<file path="src/rtl/tse_pkg.sv">
// Package for the topological sort engine: sizes, state type, controller/datapath bundles.
// No dependencies.
package tse_pkg;

   localparam int MaxVertices = 64;
   localparam int MaxEdges    = 256;
   localparam int VW          = 6;   // vertex index width
   localparam int EW          = 8;   // edge index width
   localparam int CW          = 9;   // edge pointer width, MSB set means nil
   localparam int FW          = 7;   // fill / stack depth width

   localparam logic [1:0] StatusOrdered  = 2'd0;
   localparam logic [1:0] StatusCycle    = 2'd1;
   localparam logic [1:0] StatusOverflow = 2'd2;

   typedef enum logic [3:0] {
      ST_IDLE,
      ST_ADD_RD,
      ST_ADD_WR,
      ST_ROOT,
      ST_TOP_RD,
      ST_EDGE_RD,
      ST_STEP,
      ST_EMIT,
      ST_REPORT,
      ST_CLEAR
   } state_type;

   typedef struct packed {
      logic add_rd;     // capture edge, read tail of source
      logic add_wr;     // write edge record and list links
      logic root_chk;   // examine root candidate, push if unvisited
      logic root_next;
      logic top_rd;     // read top-of-stack entry
      logic edge_rd;    // read edge record at cursor
      logic step;       // apply one walk decision
      logic emit_pop;   // output transfer taken
      logic clear;      // reset graph and marks
   } cmd_type;

   typedef struct packed {
      logic add_bad;
      logic root_done;
      logic root_visited;
      logic cursor_nil;
      logic stack_last; // one entry left on the walk stack
      logic cycle;      // back edge at the current step
      logic overflow;
      logic emit_empty;
      logic emit_final;
   } stat_type;

endpackage

</file>
<file path="src/rtl/tse_ctrl.sv">
// Controller state machine of the topological sort engine.
// Depends on tse_pkg.
module tse_ctrl
   import tse_pkg::*;
(
   input  logic     clock,
   input  logic     reset,
   input  logic     req_tvalid,
   input  logic     req_func,
   output logic     req_tready,
   input  logic     rsp_tready,
   output logic     rsp_tvalid,
   output logic     rsp_report,
   output cmd_type  cmd,
   input  stat_type stat
);

   state_type state_ff, state_in;
   logic      go;

   assign go = req_tvalid && req_tready;

   always_comb begin
      state_in = state_ff;
      unique case (state_ff)
         ST_IDLE: begin
            if (go) begin
               if (!req_func) state_in = ST_ADD_RD;
               else if (stat.overflow) state_in = ST_REPORT;
               else state_in = ST_ROOT;
            end
         end
         ST_ADD_RD: state_in = stat.add_bad ? ST_IDLE : ST_ADD_WR;
         ST_ADD_WR: state_in = ST_IDLE;
         ST_ROOT: begin
            if (stat.root_done) state_in = ST_EMIT;
            else if (!stat.root_visited) state_in = ST_TOP_RD;
         end
         ST_TOP_RD: state_in = ST_EDGE_RD;
         ST_EDGE_RD: state_in = ST_STEP;
         ST_STEP: begin
            if (stat.cycle) state_in = ST_REPORT;
            else if (stat.cursor_nil && stat.stack_last) state_in = ST_ROOT;
            else state_in = ST_TOP_RD;
         end
         ST_EMIT: begin
            if (stat.emit_empty) state_in = ST_CLEAR;
            else if (rsp_tready && stat.emit_final) state_in = ST_CLEAR;
         end
         ST_REPORT: if (rsp_tready) state_in = ST_CLEAR;
         ST_CLEAR: state_in = ST_IDLE;
         default: state_in = ST_IDLE;
      endcase
   end

   // the datapath advances the root itself when a pop empties the stack
   always_comb begin
      cmd        = '0;
      req_tready = 1'b0;
      rsp_tvalid = 1'b0;
      rsp_report = 1'b0;
      unique case (state_ff)
         ST_IDLE: begin
            req_tready    = 1'b1;
            cmd.add_rd    = go && !req_func;
         end
         ST_ADD_RD:  cmd.add_wr = !stat.add_bad;
         ST_ROOT: begin
            cmd.root_chk  = !stat.root_done;
            cmd.root_next = !stat.root_done && stat.root_visited;
         end
         ST_TOP_RD:  cmd.top_rd = 1'b1;
         ST_EDGE_RD: cmd.edge_rd = 1'b1;
         ST_STEP:    cmd.step = 1'b1;
         ST_EMIT: begin
            rsp_tvalid   = !stat.emit_empty;
            cmd.emit_pop = rsp_tready && !stat.emit_empty;
         end
         ST_REPORT: begin
            rsp_tvalid = 1'b1;
            rsp_report = 1'b1;
         end
         ST_CLEAR:   cmd.clear = 1'b1;
         default: ;
      endcase
   end

   always_ff @(posedge clock) begin
      if (reset) state_ff <= ST_IDLE;
      else state_ff <= state_in;
   end

   assert property (@(posedge clock) disable iff (reset)
      (state_ff == ST_REPORT && rsp_tready) |=> (state_ff == ST_CLEAR))
      else $error("report not followed by clear");
   assert property (@(posedge clock) disable iff (reset)
      (state_ff == ST_CLEAR) |=> req_tready)
      else $error("not ready after clear");
   assert property (@(posedge clock) disable iff (reset)
      rsp_tvalid |-> !req_tready)
      else $error("accepting input while emitting");

endmodule

</file>
<file path="config.mk">
export PLATFORM = sky130hd
export DESIGN_NAME = tse_ctrl
export DESIGN_NICKNAME = d
export VERILOG_FILES = /design/src/rtl/tse_pkg.sv /design/src/rtl/tse_ctrl.sv
export SDC_FILE = /design/constraint.sdc
export NUM_CORES = 1
export LEC_CHECK = 0
export BUFFER_PORTS_ARGS = -buffer_cell sky130_fd_sc_hd__buf_4
export CORE_AREA = 2 2 39 41
export DETAILED_ROUTE_END_ITERATION = 16
export DIE_AREA = 0 0 41 43
export PLACE_DENSITY = 0.63
export SLEW_MARGIN = 15
export SYNTH_ARGS = -nofsm -noshare
export SYNTH_HDL_FRONTEND = slang
export SYNTH_SLANG_ARGS = --single-unit
</file>
<file path="constraint.sdc">
create_clock -name clock -period 2.39 [get_ports clock]
set_clock_uncertainty 0.05 [all_clocks]
set_input_delay 0.3585 -clock clock [delete_from_list [all_inputs] [get_ports clock]]
set_output_delay 0.3585 -clock clock [all_outputs]
set_load 0.01 [all_outputs]
</file>
# --- Yosys cells after proc, flatten, opt, wreduce, memory -nomap -nowiden ---
# Index checks and enable logic that the tools add are counted.
# W data, S select, Z words.
totals:
  out_inout_bits: 12
  reg_bits: 4
  in_bits: 14
op_classes:
  n_reduce_logical: 12
  n_mux: 23
  n_eq_ne: 12
ops:
  columns: ["cell", "n"]
  rows:
  - ["$mux W4", 9]
  - ["$pmux W4 S8", 1]
  - ["$eq A4 B3 Y1 const B", 4]
  - ["$mux W1", 9]
  - ["$eq A4 B4 Y1 const B", 2]
  - ["$logic_and A1 B1 Y1", 6]
  - ["$ne A3 B3 Y1 const B", 2]
  - ["$eq A4 B1 Y1 const B", 1]
  - ["$eq A4 B2 Y1 const B", 1]
  - ["$logic_not A1 Y1", 4]
  - ["$logic_not A4 Y1", 1]
  - ["$mux W2", 2]
  - ["$ne A2 B2 Y1 const B", 2]
  - ["$reduce_and A4 Y1", 1]
  - ["$mux W3", 1]
  - ["$pmux W1 S2", 1]

# --- Logic depth before layout (Yosys ltp) ---
# Gate-level depths: netlist of run 1.
depth:
  word_depth: 5
  ltp_mapped: 6
  mapped_depth_nobuf: 5

# --- Worst setup path after synthesis of run 1 ---
# Ideal clock, no wire load.
synth_path:
  path_kind: "register -> register"
  startpoint: "register state_ff[3]"
  endpoint: "register state_ff[0]"
  period_less_slack_ns: 1.702
  arrival_ns: 1.532
  setup_slack_ns: 0.688
  setup_time_ns: 0.120
  path_stages_with_launch: 7
  path_cell_list: "dfxtp_1 -> or2_1 -> buf_6 -> or4_4 -> and2_0 -> a22o_1 -> o31a_1"
synth_between:
  elab_chain_cells: 5
  word_cells_on_any_way: 16
  cone_classes: "11 x eq/ne; 2 x mux; 3 x reduce/logical"
synth_rtl:
  columns: ["item", "line", "source"]
  rows:
  - ["start: declaration", "tse_ctrl.sv:18", "state_type state_ff, state_in;"]
  - ["start signal: assignment", "tse_ctrl.sv:90", "else state_ff <= state_in;"]
  - ["$logic_not A4 Y1", "tse_ctrl.sv:25, tse_ctrl.sv:62", null]
  - ["$mux W1", "tse_ctrl.sv:62", "unique case (state_ff)"]
  - ["$logic_and A1 B1 Y1", "tse_ctrl.sv:21", "assign go = req_tvalid && req_tready;"]
  - ["$ne A2 B2 Y1 (no line)", null, null]
  - ["$reduce_and A4 Y1 (no line)", null, null]
# Parallel ways exist; a longest one is shown, timed or not.
# A chain may end at the register's enable or synchronous reset.

# --- Worst setup path after layout of run 1 ---
layout_path:
  startpoint: "register state_ff[2]"
  endpoint: "output rsp_tvalid"
layout_between:
  elab_chain_cells: 2
  word_cells_on_any_way: 3
  cone_classes: "2 x eq/ne; 1 x mux"
layout_rtl:
  columns: ["item", "line", "source"]
  rows:
  - ["$eq A4 B4 Y1 or $eq A4 B3 Y1 (tied branches)", "tse_ctrl.sv:62", null]
  - ["$pmux W1 S2 (*)", "tse_ctrl.sv:62", null]
  - ["end: declaration", "tse_ctrl.sv:12", "output logic rsp_tvalid,"]
# Mark *: on every way between the ends. The rest lies on a longest branch, timed or not.

==> summary.txt, run 1 <==
Min path
  • Worst Hold Class: input pin to register
  • Hold Crit Start: reset
  • Hold Path Sink: state_ff[2]
  • Hold Crit Depth: 2

Clock network
  • Post-CTS Resized: 0
  • Clock latency on the worst-skew pair: 0.23 ns
  • Clock root buffer: clkbuf_4
  • Clk slew on worst S/H paths: 0.04 ns
  • CTS Hold Bufs: 0
  • CTS tree: yes
  • H-Tree Level Count: 1
  • Postcts setup bufs: 0
  • CTS max path bufs: 2
  • Cts bufs inserted: 3
  • CTS sink count: 4

Global routing
  • All-Layer GR Usage: 0.149
  • Initial antenna violation count: 0
  • First-pass GRT wire length: 1880 µm
  • Largest net degree at the start of global routing: 15
  • Total congestion overflow: 0
  • Vias in the first global route: 485

Layout
  • N_diodes: 0
  • Fillers: 150
  • Number of flip-flops in the largest register: 4
  • Reg with most FFs: state_ff
  • Area Growth Syn to Fin: 49.9%
  • Fin nets: 102
  • Largest registers: state_ff: 4 flops
  • Share of cells above drive strength 1: 0.384

Critical path
  • Reg2Reg Depth: 5
  • R2R Setup Slk: 0.59 ns
  • Crit path launch type: register
  • Crit-path max cell delay: 0.62 ns
  • WP data arrival: 1.52 ns
  • CP max-delay cell: or4b_1
  • Crit path kind: register to output pin
  • Cells along the critical path: or4b_1, o21ai_2, buf_4
  • Required @ worst endpoint: 1.98 ns
  • Worst Setup End Kind: output pin
  • Crit path max-delay family: simple AND/OR/NAND/NOR gates
  • Worst flop-to-flop path startpoint: state_ff[3]
  • Critical-path maximum fanout: 14
  • RR Endpoint: state_ff[1]
  • Crit path buffers/inverters: 1

Placed design
  • # port buffers: 25
  • Setup slack at placement: 0.603 ns
  • Gp weighted congestion: 0.770
  • Post-DP HPWL: 930 µm

Synthesis
  • Post-synth EDFFs: 0
  • Synth cell count leaders: 10 x nor2_1, 5 x a21oi_1, 5 x nand2_1
  • Post-synth cell types: 30
  • Dominant synthesized flop cell: dfxtp_1
  • Syn_area_per_cell: 6.91 µm²
  • Flop and latch count out of synthesis: 4
  • Post-synth top area cell: dfxtp_1
  • Top-area cell type share of the netlist area: 0.190
  • Synth Warn #: 0
  • Post-Syn Instances: 61
  • Top cells by area, synth: dfxtp_1 19%, nor2_1 8.9%, a21oi_1 5.9%
  • Sequential share of the synthesized area: 0.190
  • Synth async-reset ratio: 0
  • Synthesized Nets: 75
  • Most common cell in the synthesized netlist: nor2_1
  • Post-synthesis cell area: 422 µm²

Route
  • DR DRC count: 0
  • Post-route ant nets: 0
  • Pre-antenna DRT Iters: 2
  • Drt wl/cell: 11.2 µm
  • Via density: 4.98
  • Routed via count: 508
  • Drt total wl: 1140 µm
  • DR iter-0 viols: 7

STA
  • Period minus WS final: 1.92 ns
  • Relative slew slack: 0.733
  • Final Hold Vio Count: 0
  • Max Clock Freq: 520 MHz
  • Fin Setup TNS: 0 ns
  • Setup WS post-layout: 0.466 ns
  • Worst-Margin Slew: 0.400 ns
  • Fin. max-slew vios: 0
  • RSZ-0062 raised after global routing: false
  • Period utilization: 0.805
  • Final Setup Violations: 0

Pwr
  • Leak: 0.000305 µW
  • Total power draw: 525 µW
  • Power Density: 832 nW/µm²
  • Max VDD drop: 0.417 mV

Floorplan
  • Die area: 1760 µm²
  • Row Count: 14
  • Area of the core: 1380 µm²
  • I/O pins: 26
  • Die Width: 41 µm
  • Die Ht: 43 µm
  • Initial core utilization: 0.305

Run
  • Max_cap viols: 0

Outcome
  • Status: completed
## power breakdown
part	internal (µW)	switching, µW	total (µW)
clock	56.0	24.5	80.4
combinational	148	158	306
sequential	90.2	49.2	139
## worst max-delay path by stage
stage	startpoint	endpoint	slack, ns	cells past startpoint
after floorplan	state_ff[3]	state_ff[0]	0.69	6
after detailed placement	state_ff[3]	state_ff[1]	0.60	5
final	state_ff[2]	rsp_tvalid	0.47	3
after global routing	state_ff[2]	rsp_tvalid	0.38	3
after CTS	state_ff[2]	rsp_tvalid	0.45	3
after global placement	state_ff[3]	state_ff[0]	0.61	5
## layer usage
metal | global-route usage | vias up | routed length, µm
met3 | 0.0157 | 0 | 80
met1 | 0.183 | 222 | 485
li1 | - | 272 | -
met2 | 0.241 | 14 | 572
met4 | 0.0800 | 0 | 0
met5 | 0 | - | 0
## stage by stage
stage	cells	cell area (µm²)	hold WS, ns	utilization
2_1_floorplan	61	422	0.378	-
3_3_place_gp	99	609	0.489	0.440
3_5_place_dp	99	609	0.492	0.440
4_1_cts	102	632	0.242	0.457
5_1_grt	102	632	0.251	0.457
6_report	102	632	0.250	0.457
## worst reg2reg max path, delay by kind of cell, from the launching register on
family           cells  cell delay, ns
flip-flops           1            0.34
AND/OR/NAND/NOR      3            0.99
AO/OA/AOI/OAI        2            0.32
## cell type report
| cell class | instances | area, µm² | area share |
|---|---|---|---|
| Clock buffer | 3 | 22.5 | 0.0356 |
| Inverter | 3 | 11.3 | 0.0178 |
| Multi-Input combinational cell | 51 | 310 | 0.491 |
| Sequential cell | 4 | 80.1 | 0.127 |
| Tap cell | 16 | 20.0 | 0.0317 |
| Timing Repair Buffer | 25 | 188 | 0.297 |
## logic make-up after synthesis
kind of cell / after synthesis / synth area share
buffers and inverters: 6 / 0.0742
and+or+nand+nor: 37 / 0.502
AOI/OAI and AO/OA: 14 / 0.234
DFF: 4 / 0.190
## cell usage in the layout (no fill, tap or decap)
cell type	Yosys	layout
a21oi_2	1	1
inv_1	3	3
and3b_1	1	1
clkbuf_4	0	3
nor4b_1	1	1
nor3_1	4	4
or4b_1	1	1
o31a_1	1	1
nor4_2	1	1
o21ai_2	1	1
dfxtp_1	4	4
nand2_1	5	5
a22o_1	1	1
or4_4	1	1
nor3b_1	2	2
nor2_1	10	10
nand3_1	2	2
a21oi_1	5	5
nor4_1	2	2
a21o_1	1	1
a31oi_1	1	1
nand2b_1	4	4
o21a_1	1	1
nand4b_1	1	1
o31ai_1	1	1
and2_0	1	1
a21bo_2	1	1
buf_4	0	25
or2_1	1	1
Power figures use the tool's default switching activity.
==> inputs of run 2 (changes only) <==
- PLACE_DENSITY: 0.63 -> 0.65
- clock period: 2.39 -> 1.59 ns (I/O delays scaled with it)
==> run 2 against run 1 <==
  * The run now ends with setup timing left
  * Sequential share of layout area shrank 2.3 points
  * Via count grew 20%
  * Count of clock-buffer cells in the layout is the same
  * Setup slack lost 0.59 ns
  * Routed wire length grew 39%
  * Critical path depth grew 1
  * Clock power grew 49%
  * First-iteration DRC count grew 14%
  * Global-route usage grew 4.2 points
  * Cell count grew 15%
  * Combinational power grew to 2.6 times the previous value
  * Critical endpoint is now rsp_report
  * Largest power group unchanged
==> summary.txt, run 2 (synthesis gave the netlist of run 1 again) <==
Outcome
  • Status: finished, violations left
  • Violated checks: setup timing

Clock network
  • Clock root buffer: clkbuf_4
  • CTS tree: yes
  • Cts bufs inserted: 3
  • Clock latency on the worst-skew pair: 0.23 ns
  • CTS Hold Bufs: 0
  • Clk slew on worst S/H paths: 0.04 ns
  • CTS sink count: 4
  • CTS max path bufs: 2
  • H-Tree Level Count: 1

Pwr
  • Leak: 0.000400 µW
  • Max VDD drop: 0.975 mV
  • Power Density: 1310 nW/µm²

Layout
  • Largest registers: state_ff: 4 flops
  • Fillers: 141
  • Final Util: 0.612
  • Share of cells above drive strength 1: 0.634
  • Number of flip-flops in the largest register: 4
  • FF+latch area: 87.6 µm²
  • Reg with most FFs: state_ff
  • Area Growth Syn to Fin: 101%
  • Post-Layout Cell Count: 117
  • Fin nets: 117
  • Most common cell after layout, fill and taps aside: buf_4
  • Multi-input logic area: 390 µm²
  • Most frequent cells in the layout: 36 x buf_4, 9 x nor2_1, 5 x nand2_1, 5 x a21oi_1, 4 x buf_6
  • N_diodes: 0

Critical path
  • Worst Setup End Kind: output pin
  • WP data arrival: 1.42 ns
  • Crit path buffers/inverters: 3
  • Required @ worst endpoint: 1.30 ns
  • Cell mode on critical path: buf_6
  • Critical-path maximum fanout: 5
  • Cells along the critical path: or4b_4, buf_6, inv_2, buf_6
  • Crit-path max cell delay: 0.58 ns
  • Crit path max-delay family: simple AND/OR/NAND/NOR gates
  • Crit path launch type: register
  • Crit path kind: register to output pin
  • CP max-delay cell: or4b_4

Route
  • DR iter-0 viols: 8
  • Routed via count: 611
  • DR DRC count: 0
  • Pre-antenna DRT Iters: 4
  • Drt wl/cell: 13.5 µm
  • Via density: 5.22
  • Post-route ant nets: 0
  • Drt total wl: 1580 µm

STA
  • Relative slew slack: 0.797
  • Setup WS post-layout: -0.121 ns
  • Worst-Margin Slew: 0.303 ns
  • Final Hold Vio Count: 0
  • Fin. max-slew vios: 0
  • Fin Setup TNS: -0.371 ns
  • Final Setup Violations: 6
  • Period minus WS final: 1.71 ns
  • RSZ-0062 raised after global routing: true
  • Max Clock Freq: 584 MHz
  • Period utilization: 1.08

Floorplan
  • I/O pins: 26
  • Die Width: 41 µm
  • Initial core utilization: 0.305
  • Die Ht: 43 µm
  • Die area: 1760 µm²
  • Area of the core: 1380 µm²
  • Row Count: 14

Global routing
  • Largest net degree at the start of global routing: 8
  • First-pass GRT wire length: 2330 µm
  • Initial antenna violation count: 0
  • All-Layer GR Usage: 0.192
  • Vias in the first global route: 574
  • Total congestion overflow: 0

Placed design
  • Gp weighted congestion: 0.837
  • Setup slack at placement: -0.0315 ns
  • DP Cell Count: 110
  • Post-DP HPWL: 1050 µm
  • # port buffers: 25

Run
  • Max_cap viols: 0

Min path
  • Worst Hold Class: input pin to register
[run 2: cell count changes in the layout (fill, tap and decap cells not counted), moves of 3 or more]
cell,delta
buf_4,+11
dfxtp_2,+3
dfxtp_1,-4
buf_6,+4
[run 2: power breakdown]
group / switching [µW] / internal, µW / total [µW]
clock: 35.5 / 84.0 / 120
combinational: 368 / 426 / 794
sequential: 52.6 / 147 / 200
total: 456 / 657 / 1110
[run 2: path summary, 6_finish.rpt]
kind	cells after the start	endpoint	slack (ns)	startpoint
setup / recovery	4	rsp_report	-0.12	state_ff[1]
hold / removal	2	state_ff[3]	0.13	reset
setup reg to reg	5	state_ff[1]	-0.05	state_ff[1]
hold reg to reg	2	state_ff[2]	0.59	state_ff[2]
[run 2: layout make-up]
class	instances	share of cell area
inverters	3	0.0133
multi-input cells	51	0.461
flip-flops and latches	4	0.103
repair buffers	40	0.372
well taps	16	0.0236
clock buffers	3	0.0266
[run 2: repair_timing]
item / CTS / global route
pin swaps: 3 / 5
setup endpoints to repair: 11 / 11
setup buffers: 3 / 1
resized for setup: 14 / 10
[run 2: worst register-to-register path, delay by kind of cell (launching register included)]
family | cells | cell delay (ns)
DFF | 1 | 0.34
and+or+nand+nor | 3 | 0.82
AOI/OAI and AO/OA | 2 | 0.31
[run 2: per-stage QoR]
| step | cell area, µm² | total power [µW] | hold WS, ns |
|---|---|---|---|
| after floorplan | 423 | 539 | 0.258 |
| after CTS | 793 | 1050 | 0.122 |
| final | 847 | 1110 | 0.131 |
| after global routing | 847 | 1190 | 0.125 |
| after detailed placement | 693 | 807 | 0.370 |
| after global placement | 693 | 797 | 0.361 |
[run 2: routing by layer]
metal	share of wire	wire length [µm]	global-route usage	vias to the layer above
met3	0.030	48	0.0419	2
met5	0	0	0	-
met4	0.015	24	0.0933	0
li1	-	-	-	305
met1	0.42	662	0.241	291
met2	0.53	843	0.294	13
